==> config.mk <==
export PLATFORM = sky130hd
export DESIGN_NAME = dh64_modular_exponentiation
export DESIGN_NICKNAME = d
export VERILOG_FILES = /design/src/hdl/dh64_pkg.sv /design/src/hdl/dh64_modular_exponentiation.sv /design/src/hdl/dh64_cell.sv /design/src/hdl/dh64_mul.sv
export SDC_FILE = /design/constraint.sdc
export NUM_CORES = 1
export LEC_CHECK = 0
export BUFFER_PORTS_ARGS = -buffer_cell sky130_fd_sc_hd__buf_2
export CAP_MARGIN = 20
export CORE_MARGIN = 2
export CORE_UTILIZATION = 30
export CTS_CLUSTER_SIZE = 28
export DETAILED_ROUTE_END_ITERATION = 7
export GPL_ROUTABILITY_DRIVEN = 1
export HOLD_SLACK_MARGIN = 0.15
export RECOVER_POWER = 25
export REMOVE_ABC_BUFFERS = 1
export SLEW_MARGIN = 15
export SYNTH_ARGS = -nofsm -noshare
export SYNTH_HDL_FRONTEND = slang
export SYNTH_HIERARCHICAL = 1
export SYNTH_SLANG_ARGS = --single-unit
==> constraint.sdc <==
create_clock -name aclk -period 10.5 [get_ports aclk]
set_input_delay 2.1 -clock aclk [delete_from_list [all_inputs] [get_ports aclk]]
set_output_delay 2.1 -clock aclk [all_outputs]
set_load 0.005 [all_outputs]
==> src/hdl/dh64_pkg.sv <==
// dh64_pkg: shared constants and types for the 64-bit modular exponentiation block
// no dependencies
package dh64_pkg;

    localparam int unsigned WORD_W  = 64;
    localparam int unsigned CELL_W  = 16;
    localparam int unsigned NCELLS  = WORD_W / CELL_W;
    localparam int unsigned CNT_W   = $clog2(WORD_W);

    localparam logic [WORD_W-1:0] DH_PRIME     = 64'hffff_ffff_ffff_ffc5;
    localparam logic [WORD_W-1:0] DH_GEN_RESET = 64'd5;

    localparam logic OP_PUBLIC = 1'b0;
    localparam logic OP_SHARED = 1'b1;

    // control broadcast to every cell of the multiplier row
    typedef struct packed {
        logic load;    // acc <= 0, x <= operand slice
        logic run;     // one shift-and-add step
        logic add_en;  // current multiplier bit
        logic sel_a;   // acc + x reached the prime: take reduced value
        logic sel_x;   // x + x reached the prime: take reduced value
    } cell_ctl_t;

    // carries and borrows passed from a cell to its upper neighbor
    typedef struct packed {
        logic ca;
        logic ba;
        logic cx;
        logic bx;
    } cell_link_t;

    typedef enum logic [3:0] {
        ST_IDLE = 4'b0001,
        ST_SQR  = 4'b0010,
        ST_MUL  = 4'b0100,
        ST_FIN  = 4'b1000
    } state_t;

endpackage

==> src/hdl/dh64_modular_exponentiation.sv <==
// dh64_modular_exponentiation: top level, square-and-multiply sequencer
// depends on dh64_pkg, dh64_mul
//
// Computes base^exponent mod 2^64-59, with the generator register as base for
// op 0 and peer_key for op 1; a base at or above the prime is reduced first.
// One word takes one modular squaring per exponent bit plus one modular
// multiply per set bit (k multiplies, 64 to 128). The result becomes valid
// in the same cycle that the input reopens. Every multiply runs on the
// single 64-step shift-and-add multiplier (a row of four 16-bit cells).
// One word is processed at a time; a finished result is held in the output
// register and the next word is accepted while it waits.
module dh64_modular_exponentiation (
    input  logic                          aclk,
    input  logic                          aresetn,
    input  logic                          cfg_we,
    input  logic [dh64_pkg::WORD_W-1:0]   cfg_wdata,
    input  logic                          s_valid,
    output logic                          s_ready,
    input  logic                          s_op,
    input  logic [dh64_pkg::WORD_W-1:0]   s_peer_key,
    input  logic [dh64_pkg::WORD_W-1:0]   s_exponent,
    output logic                          m_valid,
    input  logic                          m_ready,
    output logic [dh64_pkg::WORD_W-1:0]   m_result
);
    localparam int unsigned W = dh64_pkg::WORD_W;

    dh64_pkg::state_t            state_reg, state_next;
    logic [W-1:0]                gen_reg;
    logic [W-1:0]                base_reg, base_next;
    logic [W-1:0]                exp_reg, exp_next;
    logic [dh64_pkg::CNT_W-1:0]  bit_reg, bit_next;
    logic                        m_valid_reg, m_valid_next;
    logic [W-1:0]                result_reg, result_next;
    logic [W-1:0]                base_raw;
    logic                        mul_start, mul_done;
    logic [W-1:0]                mul_a, mul_b, product;
    logic                        accept;

    assign s_ready = state_reg == dh64_pkg::ST_IDLE;
    assign accept  = s_valid & s_ready;
    assign base_raw = (s_op == dh64_pkg::OP_SHARED) ? s_peer_key : gen_reg;

    dh64_mul u_mul (
        .aclk    (aclk),
        .aresetn (aresetn),
        .start   (mul_start),
        .op_a    (mul_a),
        .op_b    (mul_b),
        .done    (mul_done),
        .product (product)
    );

    // square-and-multiply sequencing over the exponent bits
    always_comb begin
        state_next   = state_reg;
        base_next    = base_reg;
        exp_next     = exp_reg;
        bit_next     = bit_reg;
        m_valid_next = m_valid_reg;
        result_next  = result_reg;
        mul_start    = 1'b0;
        mul_a        = product;
        mul_b        = product;
        if (m_valid_reg && m_ready) begin
            m_valid_next = 1'b0;
        end
        unique case (state_reg)
            dh64_pkg::ST_IDLE: begin
                if (accept) begin
                    base_next  = (base_raw >= dh64_pkg::DH_PRIME) ?
                                 base_raw - dh64_pkg::DH_PRIME : base_raw;
                    exp_next   = s_exponent;
                    bit_next   = '1;
                    mul_start  = 1'b1;
                    mul_a      = W'(1);
                    mul_b      = W'(1);
                    state_next = dh64_pkg::ST_SQR;
                end
            end
            dh64_pkg::ST_SQR: begin
                if (mul_done) begin
                    if (exp_reg[W-1]) begin
                        mul_start  = 1'b1;
                        mul_b      = base_reg;
                        state_next = dh64_pkg::ST_MUL;
                    end else if (bit_reg == '0) begin
                        state_next = dh64_pkg::ST_FIN;
                    end else begin
                        mul_start = 1'b1;
                        exp_next  = {exp_reg[W-2:0], 1'b0};
                        bit_next  = bit_reg - 1'b1;
                    end
                end
            end
            dh64_pkg::ST_MUL: begin
                if (mul_done) begin
                    if (bit_reg == '0) begin
                        state_next = dh64_pkg::ST_FIN;
                    end else begin
                        mul_start  = 1'b1;
                        exp_next   = {exp_reg[W-2:0], 1'b0};
                        bit_next   = bit_reg - 1'b1;
                        state_next = dh64_pkg::ST_SQR;
                    end
                end
            end
            dh64_pkg::ST_FIN: begin
                if (!m_valid_reg || m_ready) begin
                    m_valid_next = 1'b1;
                    result_next  = product;
                    state_next   = dh64_pkg::ST_IDLE;
                end
            end
            default: begin
                state_next = dh64_pkg::ST_IDLE;
            end
        endcase
    end

    always_ff @(posedge aclk) begin
        if (!aresetn) begin
            state_reg   <= dh64_pkg::ST_IDLE;
            m_valid_reg <= 1'b0;
            gen_reg     <= dh64_pkg::DH_GEN_RESET;
        end else begin
            state_reg   <= state_next;
            m_valid_reg <= m_valid_next;
            if (cfg_we) begin
                gen_reg <= cfg_wdata;
            end
        end
        base_reg   <= base_next;
        exp_reg    <= exp_next;
        bit_reg    <= bit_next;
        result_reg <= result_next;
    end

    assign m_valid  = m_valid_reg;
    assign m_result = result_reg;

endmodule

==> src/hdl/dh64_cell.sv <==
// dh64_cell: one 16-bit slice of the modular shift-and-add multiplier
// depends on dh64_pkg
module dh64_cell (
    input  logic                          aclk,
    input  dh64_pkg::cell_ctl_t           ctl,
    input  logic [dh64_pkg::CELL_W-1:0]   p_slice,
    input  logic [dh64_pkg::CELL_W-1:0]   x_init,
    input  dh64_pkg::cell_link_t          link_in,
    output dh64_pkg::cell_link_t          link_out,
    output logic [dh64_pkg::CELL_W-1:0]   acc
);
    localparam int unsigned W = dh64_pkg::CELL_W;

    logic [W-1:0] acc_reg, acc_next;
    logic [W-1:0] x_reg, x_next;
    logic [W:0]   sum_a, sum_x, dif_a, dif_x;

    // slice of acc + x and x + x, then minus the prime
    always_comb begin
        sum_a = {1'b0, acc_reg} + {1'b0, x_reg} + {{W{1'b0}}, link_in.ca};
        sum_x = {1'b0, x_reg} + {1'b0, x_reg} + {{W{1'b0}}, link_in.cx};
        dif_a = {1'b0, sum_a[W-1:0]} - {1'b0, p_slice} - {{W{1'b0}}, link_in.ba};
        dif_x = {1'b0, sum_x[W-1:0]} - {1'b0, p_slice} - {{W{1'b0}}, link_in.bx};
        link_out.ca = sum_a[W];
        link_out.cx = sum_x[W];
        link_out.ba = dif_a[W];
        link_out.bx = dif_x[W];
    end

    // next slice values
    always_comb begin
        acc_next = acc_reg;
        x_next   = x_reg;
        if (ctl.load) begin
            acc_next = '0;
            x_next   = x_init;
        end else if (ctl.run) begin
            if (ctl.add_en) begin
                acc_next = ctl.sel_a ? dif_a[W-1:0] : sum_a[W-1:0];
            end
            x_next = ctl.sel_x ? dif_x[W-1:0] : sum_x[W-1:0];
        end
    end

    always_ff @(posedge aclk) begin
        acc_reg <= acc_next;
        x_reg   <= x_next;
    end

    assign acc = acc_reg;

endmodule

==> src/hdl/dh64_mul.sv <==
// dh64_mul: modular multiplier built from a row of dh64_cell slices
// depends on dh64_pkg, dh64_cell
module dh64_mul (
    input  logic                          aclk,
    input  logic                          aresetn,
    input  logic                          start,
    input  logic [dh64_pkg::WORD_W-1:0]   op_a,
    input  logic [dh64_pkg::WORD_W-1:0]   op_b,
    output logic                          done,
    output logic [dh64_pkg::WORD_W-1:0]   product
);
    localparam int unsigned W  = dh64_pkg::WORD_W;
    localparam int unsigned CW = dh64_pkg::CELL_W;
    localparam int unsigned N  = dh64_pkg::NCELLS;

    logic                        busy_reg, busy_next;
    logic                        done_reg, done_next;
    logic [dh64_pkg::CNT_W-1:0]  cnt_reg, cnt_next;
    logic [W-1:0]                y_reg, y_next;
    dh64_pkg::cell_ctl_t         ctl;
    dh64_pkg::cell_link_t        link [N+1];

    assign link[0] = '0;

    // row of cells, carries ripple upward
    for (genvar i = 0; i < N; i++) begin : g_cell
        dh64_cell u_cell (
            .aclk     (aclk),
            .ctl      (ctl),
            .p_slice  (dh64_pkg::DH_PRIME[i*CW +: CW]),
            .x_init   (op_a[i*CW +: CW]),
            .link_in  (link[i]),
            .link_out (link[i+1]),
            .acc      (product[i*CW +: CW])
        );
    end

    // reduce when the sum carried out or did not borrow against the prime
    always_comb begin
        ctl.load   = start;
        ctl.run    = busy_reg;
        ctl.add_en = y_reg[0];
        ctl.sel_a  = link[N].ca | ~link[N].ba;
        ctl.sel_x  = link[N].cx | ~link[N].bx;
    end

    // step counter and multiplier shift register
    always_comb begin
        busy_next = busy_reg;
        done_next = 1'b0;
        cnt_next  = cnt_reg;
        y_next    = y_reg;
        if (start) begin
            busy_next = 1'b1;
            cnt_next  = '0;
            y_next    = op_b;
        end else if (busy_reg) begin
            y_next   = {1'b0, y_reg[W-1:1]};
            cnt_next = cnt_reg + 1'b1;
            if (cnt_reg == dh64_pkg::CNT_W'(W - 1)) begin
                busy_next = 1'b0;
                done_next = 1'b1;
            end
        end
    end

    always_ff @(posedge aclk) begin
        if (!aresetn) begin
            busy_reg <= 1'b0;
            done_reg <= 1'b0;
            cnt_reg  <= '0;
        end else begin
            busy_reg <= busy_next;
            done_reg <= done_next;
            cnt_reg  <= cnt_next;
        end
        y_reg <= y_next;
    end

    assign done = done_reg;

endmodule

# Word-level counts from Yosys, hierarchy flattened
# Index checks and enable logic that the tools add are counted.
# Widths: inputs -> output; s select.
dict set report word_totals {
  wordCells 146
  ff_bits 467
}
dict set report op_classes {
  n_reduce_logical 15
  n_addsub 31
  n_lt_le_gt_ge 1
  n_bitwise 7
  muxes 59
  n_eq_ne 13
}
# operator count
set op_table {}
lappend op_table {{$mux 64} 14}
lappend op_table {{$mux 16} 16}
lappend op_table {{$pmux 64 s3} 1}
lappend op_table {{$add 16x16->17} 8}
lappend op_table {{$sub 16x16->17 const B} 8}
lappend op_table {{$pmux 64 s2} 1}
lappend op_table {{$add 17x1->17} 6}
lappend op_table {{$sub 17x1->17} 6}
lappend op_table {{$ge 64x64->1 const B} 1}
lappend op_table {{$sub 64x64->64 const B} 1}
lappend op_table {{$mux 6} 5}
lappend op_table {{$mux 4} 7}
lappend op_table {{$pmux 6 s3} 1}
lappend op_table {{$pmux 4 s4} 1}
lappend op_table {{$reduce_and 5->1} 3}
lappend op_table {{$mux 1} 12}
lappend op_table {{$ne 2x2->1 const B} 4}
lappend op_table {{$reduce_and 7->1} 1}
lappend op_table {{$add 6x1->6 const B} 1}
lappend op_table {{$eq 6x6->1 const B} 1}
lappend op_table {{$logic_not 6->1} 1}
lappend op_table {{$ne 2x1->1 const B} 3}
lappend op_table {{$reduce_and 2->1} 3}
lappend op_table {{$sub 6x1->6 const B} 1}
lappend op_table {{other kinds (16)} 20}

# Longest topological paths before layout
# Gate-level depths: netlist (run 1).
dict set report logic_depth {
  ltp_word 11
  mapped_depth 56
  ltp_nobuf 54
}

# Cells and area by module
# Netlist (run 1), hierarchy kept.
# module cells_each instances area_each_um2
set modules_own_cells {}
lappend modules_own_cells {dh64_modular_exponentiation 941 1 12208.0}
lappend modules_own_cells {{dh64_cell (u_mul.g_cell[0].u_cell ...)} 573 2 4508.1}
lappend modules_own_cells {{dh64_cell (u_mul.g_cell[3].u_cell)} 568 1 4574.4}
lappend modules_own_cells {{dh64_cell (u_mul.g_cell[1].u_cell)} 519 1 4192.8}
lappend modules_own_cells {dh64_mul 174 1 3047.9}

# Least setup slack after synthesis (run 1)
# OpenSTA, ideal clock, no wires.
dict set report synth_path {
  kind {flip-flop to flip-flop}
  startpoint {register u_mul.g_cell[0].u_cell.x_reg[0]}
  endpoint {register u_mul.g_cell[3].u_cell.acc_reg[15]}
  t_arrival_ps 11520
  setup_ps 129
  synth_period_minus_slack_ps 11649
  path_buffers 1
  path_stages_with_launch 55
  setup_slack_ps -1149
  path_cell_list {edfxtp_1 > fa_1 > inv_1 > fa_1 > nor2b_4 > o31a_1 > o31a_1 > o31a_1 > o21a_1 > nor2_1 > o31ai_1 > fa_1 > inv_1 > fa_1 > nor2b_1 > o31ai_1 > a21boi_0 > nor2_1 > [19 not listed] > a211o_1 > nand3_1 > nor3b_1 > fa_1 > inv_1 > fa_1 > nand2b_1 > a31oi_1 > o211ai_1 > a41o_1 > o311a_1 > nand2b_1 > clkbuf_1 > nor3b_1 > a2111oi_0 > or2b_1 > mux2i_1 > o211ai_1}
}
# element line_no
set synth_lines {}
lappend synth_lines {{from (decl)} dh64_cell.sv:15} ;# logic [W-1:0] x_reg, x_next;
lappend synth_lines {{from (signal assigned)} dh64_cell.sv:47} ;# x_reg <= x_next;
lappend synth_lines {{to (signal assigned)} dh64_cell.sv:46} ;# acc_reg <= acc_next;
lappend synth_lines {{to (decl)} dh64_cell.sv:14} ;# logic [W-1:0] acc_reg, acc_next;

==> run summary, run 1 <==
Seq cells post-synth -> 467
Worst Reg2Reg Path Length in Cells -> 54
Skew final -> 21.4 ps
Yosys Warn Count -> 6
Total number of vias -> 26800
CP peak stage delay -> 410 ps
DRC -> 0
Syn Area/Cell -> 9.87 um2
Layout cell share with drive strength beyond 1 -> 0.256
Clk Latency, worst-skew pair -> 640 ps
Clock transition at path regs -> 70 ps
Setup crit end kind -> flip-flop
Least-Margin Pin Slew -> 4400 ps
Largest net degree at the start of global routing -> 85
Reg-to-reg startpoint -> u_mul/g_cell[0].u_cell/x_reg[0]
Row Count -> 121
Post-DRT Antenna Nets -> 0
Cell mode on critical path -> fa_2
H-tree lvl count -> 2
Final GP Congestion -> 0.879
FF-to-FF setup slack -> -640 ps
Fin crit period -> 11140 ps
Hold Fails Final Rpt -> 0
Die Width -> 336 um
Synthesized area -> 33000 um2
Cell variety after synth -> 112
Gr ovfl total -> 0
Post-DP HPWL -> 72.0 mm
Die height -> 336 um
CP Class -> reg -> reg
Failing checks -> capacitance limit, slew limit, setup timing
Crit path launch type -> flip-flop
Critical Path End -> u_mul/g_cell[2].u_cell/acc[10]
Slew headroom -> -1.93
Status -> finished with violations
Worst Hold Class -> reg -> reg
Vias in the first global route -> 26000
All-Layer GR Usage -> 0.166
Post-synth EDFFs -> 326
Root Buffer -> clkbuf_16
RR Endpoint -> u_mul/g_cell[2].u_cell/acc[10]
Crit path arrival time -> 11680 ps
Final setup violation count -> 64
Die ar. -> 113000 um2
CP required -> 11050 ps
Unrepaired setup endpoints after global routing -> yes
Max clock buf depth -> 3
Seq/Total Area, Yosys -> 0.382
Final Worst Setup Slack -> -637 ps
Initial DRT Pass Iterations -> 7
Achievable Freq -> 0.0898 GHz
DRT iter0 DRCs -> 1553
Final std cells w/o fill -> 5507
Area Growth Syn to Fin -> 27.0%
Port-buffer cells -> 263
Max Slew Vio Count -> 203
IO Pins -> 264
Dominant synthesized flop cell -> edfxtp_1
CP startpoint -> u_mul/g_cell[0].u_cell/x_reg[0]
CTS tree -> built
Final net count -> 4554
Via density -> 4.87
Initial antenna violation count -> 23
Core region area -> 109000 um2
DR WL/cell -> 17.5 um
Clk sink count -> 467
Crit-path max FO -> 5
Worst path slowest cell -> edfxtp_1
First-pass GRT wire length -> 148 mm
Initial Util -> 0.303
Num CTS Buffers -> 54
Final WL -> 96.3 mm
Post-placement cell count -> 5335
Tcrit/Tclk final -> 1.06
FFs w/ async S/R, synth -> 0
Number of max-cap violations -> 3
Synthesized instance count -> 3348
## worst min-delay path by stage
stage | from | to | slack (ps) | depth (start not counted)
floorplan | gen_reg[0] | gen_reg[0] | 440 | 2
CTS | u_mul/cnt_reg[5] | u_mul/cnt_reg[5] | 510 | 2
detailed placement | gen_reg[23] | gen_reg[23] | 500 | 2
global placement | gen_reg[59] | gen_reg[59] | 490 | 2
finish | gen_reg[59] | gen_reg[59] | 520 | 2
global route | u_mul/g_cell[2].u_cell/acc[2] | m_result[34] | 540 | 0
## layer usage
metal / wire [um] / track usage / up-vias / share of wire
li1: - / - / 13400 / -
met1: 45000 / 0.226 / 12700 / 0.47
met2: 43300 / 0.268 / 600 / 0.45
met3: 6110 / 0.0381 / 126 / 0.063
met4: 1800 / 0.0350 / 22 / 0.019
met5: 140 / 0 / - / 0.0015
## cell type report
cell class,count,area (um2)
Antenna cell,11,27.5
Clock buffer,77,1560
Clock inverter,25,302
Fill cell,10900,67000
Inverter,344,1290
Multi-Input combinational cell,2531,20000
Sequential cell,467,12600
Tap cell,1414,1770
Timing Repair Buffer,638,4370
## cells in the mapped netlist (69+ instances only)
cell | instances | area [um2]
a21o_1 | 70 | 526
dfxtp_1 | 141 | 2820
inv_1 | 344 | 1290
nor2_1 | 222 | 833
a21oi_1 | 161 | 806
o21ai_0 | 150 | 751
nor2b_1 | 158 | 988
xnor2_1 | 69 | 604
mux2_2 | 98 | 1100
clkbuf_1 | 80 | 300
ha_1 | 296 | 3700
nand2_1 | 175 | 657
mux2i_1 | 173 | 1730
edfxtp_1 | 326 | 9790
## kinds of logic after synthesis
| logic type | count (synthesis) | synth area share |
|---|---|---|
| AO/OA/AOI/OAI | 763 | 0.162 |
| AND/OR/NAND/NOR | 882 | 0.139 |
| multiplexers | 305 | 0.0975 |
| buffers and inverters | 477 | 0.0578 |
| other | 2 | 0.000227 |
| XOR/XNOR | 132 | 0.0350 |
| adder cells (fa/ha/maj) | 320 | 0.127 |
| flip-flops | 467 | 0.382 |
## what timing repair did
action                     4_1_cts  5_1_grt
pin swaps                      111       86
setup endpoints to repair      128      128
hold buffers                     0        0
gates cloned                     5        1
setup buffers                   37       19
gates resized for setup        196       73
## through the flow
step / cell area (um2) / TNS (ps) / worst slack, ps / hold WS, ps / utilization
6_report: 42000 / -31630 / -637 / 515 / 0.385
5_1_grt: 41900 / -66820 / -1190 / 537 / 0.385
4_1_cts: 41600 / -34510 / -726 / 515 / 0.381
3_5_place_dp: 38500 / -97420 / -1460 / 502 / 0.353
3_3_place_gp: 38500 / -85130 / -1280 / 491 / 0.353
2_1_floorplan: 32900 / -2865600 / -12370 / 439 / -
## cells in the final DEF (no fill, tap or decap), drive strengths merged, types with 68 or more instances in the layout
| cell | count |
|---|---|
| buf | 615 |
| inv | 349 |
| edfxtp | 326 |
| ha | 296 |
| nor2 | 222 |
| nand2 | 176 |
| mux2i | 173 |
| o21ai | 167 |
| a21oi | 166 |
| nor2b | 160 |
| dfxtp | 141 |
| mux2 | 132 |
| conb | 129 |
| clkbuf | 100 |
| a21o | 73 |
| xnor2 | 69 |
| nor3 | 68 |
## worst max-delay path: cells and delay by family, from the launching register on
kind	cells	cell delay (ps)
AOI/OAI and AO/OA	21	4610
adders and majority gates	10	2810
buffers and inverters	11	1030
DFF	1	410
muxes	1	330
and+or+nand+nor	11	1870
Power of run 1 is not shown: default switching activity piles up to over one toggle a cycle in this logic, so the estimate is an artifact.
==> inputs of run 2 (changes only) <==
--- a/config.mk
+++ b/config.mk
@@ -8,7 +8,7 @@
 export BUFFER_PORTS_ARGS = -buffer_cell sky130_fd_sc_hd__buf_2
 export CAP_MARGIN = 20
 export CORE_MARGIN = 2
-export CORE_UTILIZATION = 30
+export CORE_UTILIZATION = 24
 export CTS_CLUSTER_SIZE = 28
 export DETAILED_ROUTE_END_ITERATION = 7
 export GPL_ROUTABILITY_DRIVEN = 1
==> constraint.sdc (replaced) <==
create_clock -name aclk -period 10.5 [get_ports aclk]
set_input_delay 0 -clock aclk [delete_from_list [all_inputs] [get_ports aclk]]
set_output_delay 0 -clock aclk [all_outputs]
set_load 0.005 [all_outputs]
==> run summary, run 2 (synthesis results as in run 1) <==
Status -> finished with violations
Failing checks -> capacitance limit, slew limit, setup timing
Post-DRT Antenna Nets -> 0 (unchanged)
DRC -> 0 (unchanged)
Fin crit period -> 11340 ps (+200 ps)
Initial Util -> 0.241 (-0.0619)
Via density -> 4.62 (-5.2%)
Hold Fails Final Rpt -> 0 (unchanged)
CP Class -> reg -> reg
Post-DP HPWL -> 76.0 mm (+5.5%)
Row Count -> 136 (+12%)
Achievable Freq -> 0.0882 GHz (-1.8%)
Gr ovfl total -> 0 (unchanged)
Final std cells w/o fill -> 6268 (+14%)
Initial DRT Pass Iterations -> 5 (-2)
Setup crit end kind -> flip-flop
Hold Path Depth -> 4 (+2)
Port-buffer cells -> 263 (unchanged)
Post-placement cell count -> 5731 (+7.4%)
Die ar. -> 141000 um2 (+25%)
IO Pins -> 264 (unchanged)
Clk Latency, worst-skew pair -> 650 ps (about the same)
Crit path arrival time -> 11820 ps (+140 ps)
CP peak stage delay -> 420 ps (about the same)
First-pass GRT wire length -> 163 mm (+11%)
Worst Reg2Reg Path Length in Cells -> 53 (-1.9%)
Area Growth Syn to Fin -> 41.5%
Final GP Congestion -> 0.898 (+2.2%)
Worst path slowest cell -> edfxtp_1
Worst Hold Class -> in -> reg
Max clock buf depth -> 3 (unchanged)
Min-delay src -> cfg_wdata[50]
Most common cell after layout, fill and taps aside -> buf_4
CP required -> 10990 ps (-60 ps)
Die Width -> 375 um (+12%)
Largest net degree at the start of global routing -> 81 (-4.7%)
DRT iter0 DRCs -> 1754 (+13%)
Number of max-cap violations -> 2 (-1)
H-tree lvl count -> 2 (unchanged)
Clock transition at path regs -> 70 ps (about the same)
DR WL/cell -> 17.4 um (-0.64%)
Reg-to-reg startpoint -> u_mul/g_cell[0].u_cell/x_reg[0]
Slew headroom -> -1.12 (+0.816)
Vias in the first global route -> 28800 (+11%)
Clk sink count -> 467 (unchanged)
Most frequent cells in the layout -> buf_4, dlygate4sd3_1, edfxtp_1
Final setup violation count -> 64 (unchanged)
Die height -> 375 um (+12%)
Layout cell share with drive strength beyond 1 -> 0.244 (-0.0115)
Crit-path max FO -> 4 (-1)
Skew final -> 43.7 ps (+22.3 ps)
Fillers -> 13600 (+25%)
FF-to-FF setup slack -> -840 ps (-200 ps)
Least-Margin Pin Slew -> 3170 ps (-1220 ps)
Crit path launch type -> flip-flop
Initial antenna violation count -> 9 (-61%)
Worst hold path endpoint -> gen_reg[50]
RR Endpoint -> u_mul/g_cell[3].u_cell/acc[15]
Max Slew Vio Count -> 94 (-54%)
Final WL -> 109 mm (+13%)
All-Layer GR Usage -> 0.147 (-0.0192)
Unrepaired setup endpoints after global routing -> yes
Final Util -> 0.341 (-0.0437)
Total number of vias -> 28900 (+7.9%)
Core region area -> 137000 um2 (+26%)
Root Buffer -> clkbuf_16
Num CTS Buffers -> 54 (unchanged)
Pre-CTS WS -> -1630 ps (-174 ps)
CTS tree -> built
Tcrit/Tclk final -> 1.08 (+0.0190)
Cell mode on critical path -> fa_2
Final net count -> 4943 (+8.5%)
Final Worst Setup Slack -> -837 ps (-200 ps)
==> run 2: changes by cell type in the layout (fill, tap and decap cells not counted), moves of 6 or more <==
cell           before  now
a21oi_1           145  139
buf_2             259  206
buf_4             322  341
buf_6              13   26
buf_8               7   18
clkbuf_1           34   84
diode_2            11    3
dlygate4sd3_1       0  336
inv_1             330  324
nor2_1            206  200
nor2_4             10   16
o21ai_0           137  113
o21ai_1            19   38
==> run 2: layer usage <==
layer / share of wire / track usage / vias up
met3: 0.056 / 0.0274 / 145
met5: 0.00010 / 0 / -
met4: 0.023 / 0.0334 / 2
li1: - / - / 14200
met1: 0.46 / 0.194 / 13900
met2: 0.46 / 0.248 / 757
==> run 2: worst max-delay path: cells and delay by family, from the launching register on <==
family | cells | cell delay (ps)
fa+ha+maj | 10 | 2920
mux | 2 | 470
flops | 1 | 420
buf+inv | 8 | 760
simple gates | 10 | 1230
compound gates | 23 | 5370
==> run 2: worst max path at each step <==
stage,start,endpoint,depth (start not counted)
3_5_place_dp,u_mul/g_cell[0].u_cell/x_reg[0],u_mul/g_cell[2].u_cell/acc[3],55
5_1_grt,u_mul/g_cell[0].u_cell/x_reg[0],u_mul/g_cell[3].u_cell/acc[15],55
2_1_floorplan,state_reg[3],u_mul/g_cell[1].u_cell/x_reg[11],7
4_1_cts,u_mul/g_cell[0].u_cell/x_reg[0],u_mul/g_cell[3].u_cell/acc[15],55
6_report,u_mul/g_cell[0].u_cell/x_reg[0],u_mul/g_cell[3].u_cell/acc[15],53
3_3_place_gp,u_mul/g_cell[0].u_cell/x_reg[0],u_mul/g_cell[2].u_cell/acc[3],55
==> run 2: final cells by class <==
type                    instances  area, um2  area share
well taps                    1794       2240      0.0480
inverters                     344       1310      0.0280
clock inverters                26        297     0.00634
clock buffers                  76       1590      0.0340
repair buffers               1027       8390       0.179
multi-input cells            2531      20300       0.434
flip-flops and latches        467      12600       0.270
diodes                          3       7.51    0.000161
==> run 2: what timing repair did <==
action / 4_1_cts / 5_1_grt
buffers inserted: 38 / 52
cloned: 10 / 4
resized for setup: 184 / 223
pin swaps: 86 / 140
endpoints found under the setup margin: 128 / 128
hold buffers: 336 / 0
hold endpoints to repair: 221 / 0
==> run 2: per-stage QoR <==
stage	setup TNS (ps)	cell area, um2	hold slack [ps]
after floorplan	-2865600	32900	61.9
after global placement	-92910	39100	220
after detailed placement	-113250	39100	230
after CTS	-37240	45600	150
after global routing	-71350	46700	188
final	-40490	46700	187
Power of run 2 is left out for the same reason.
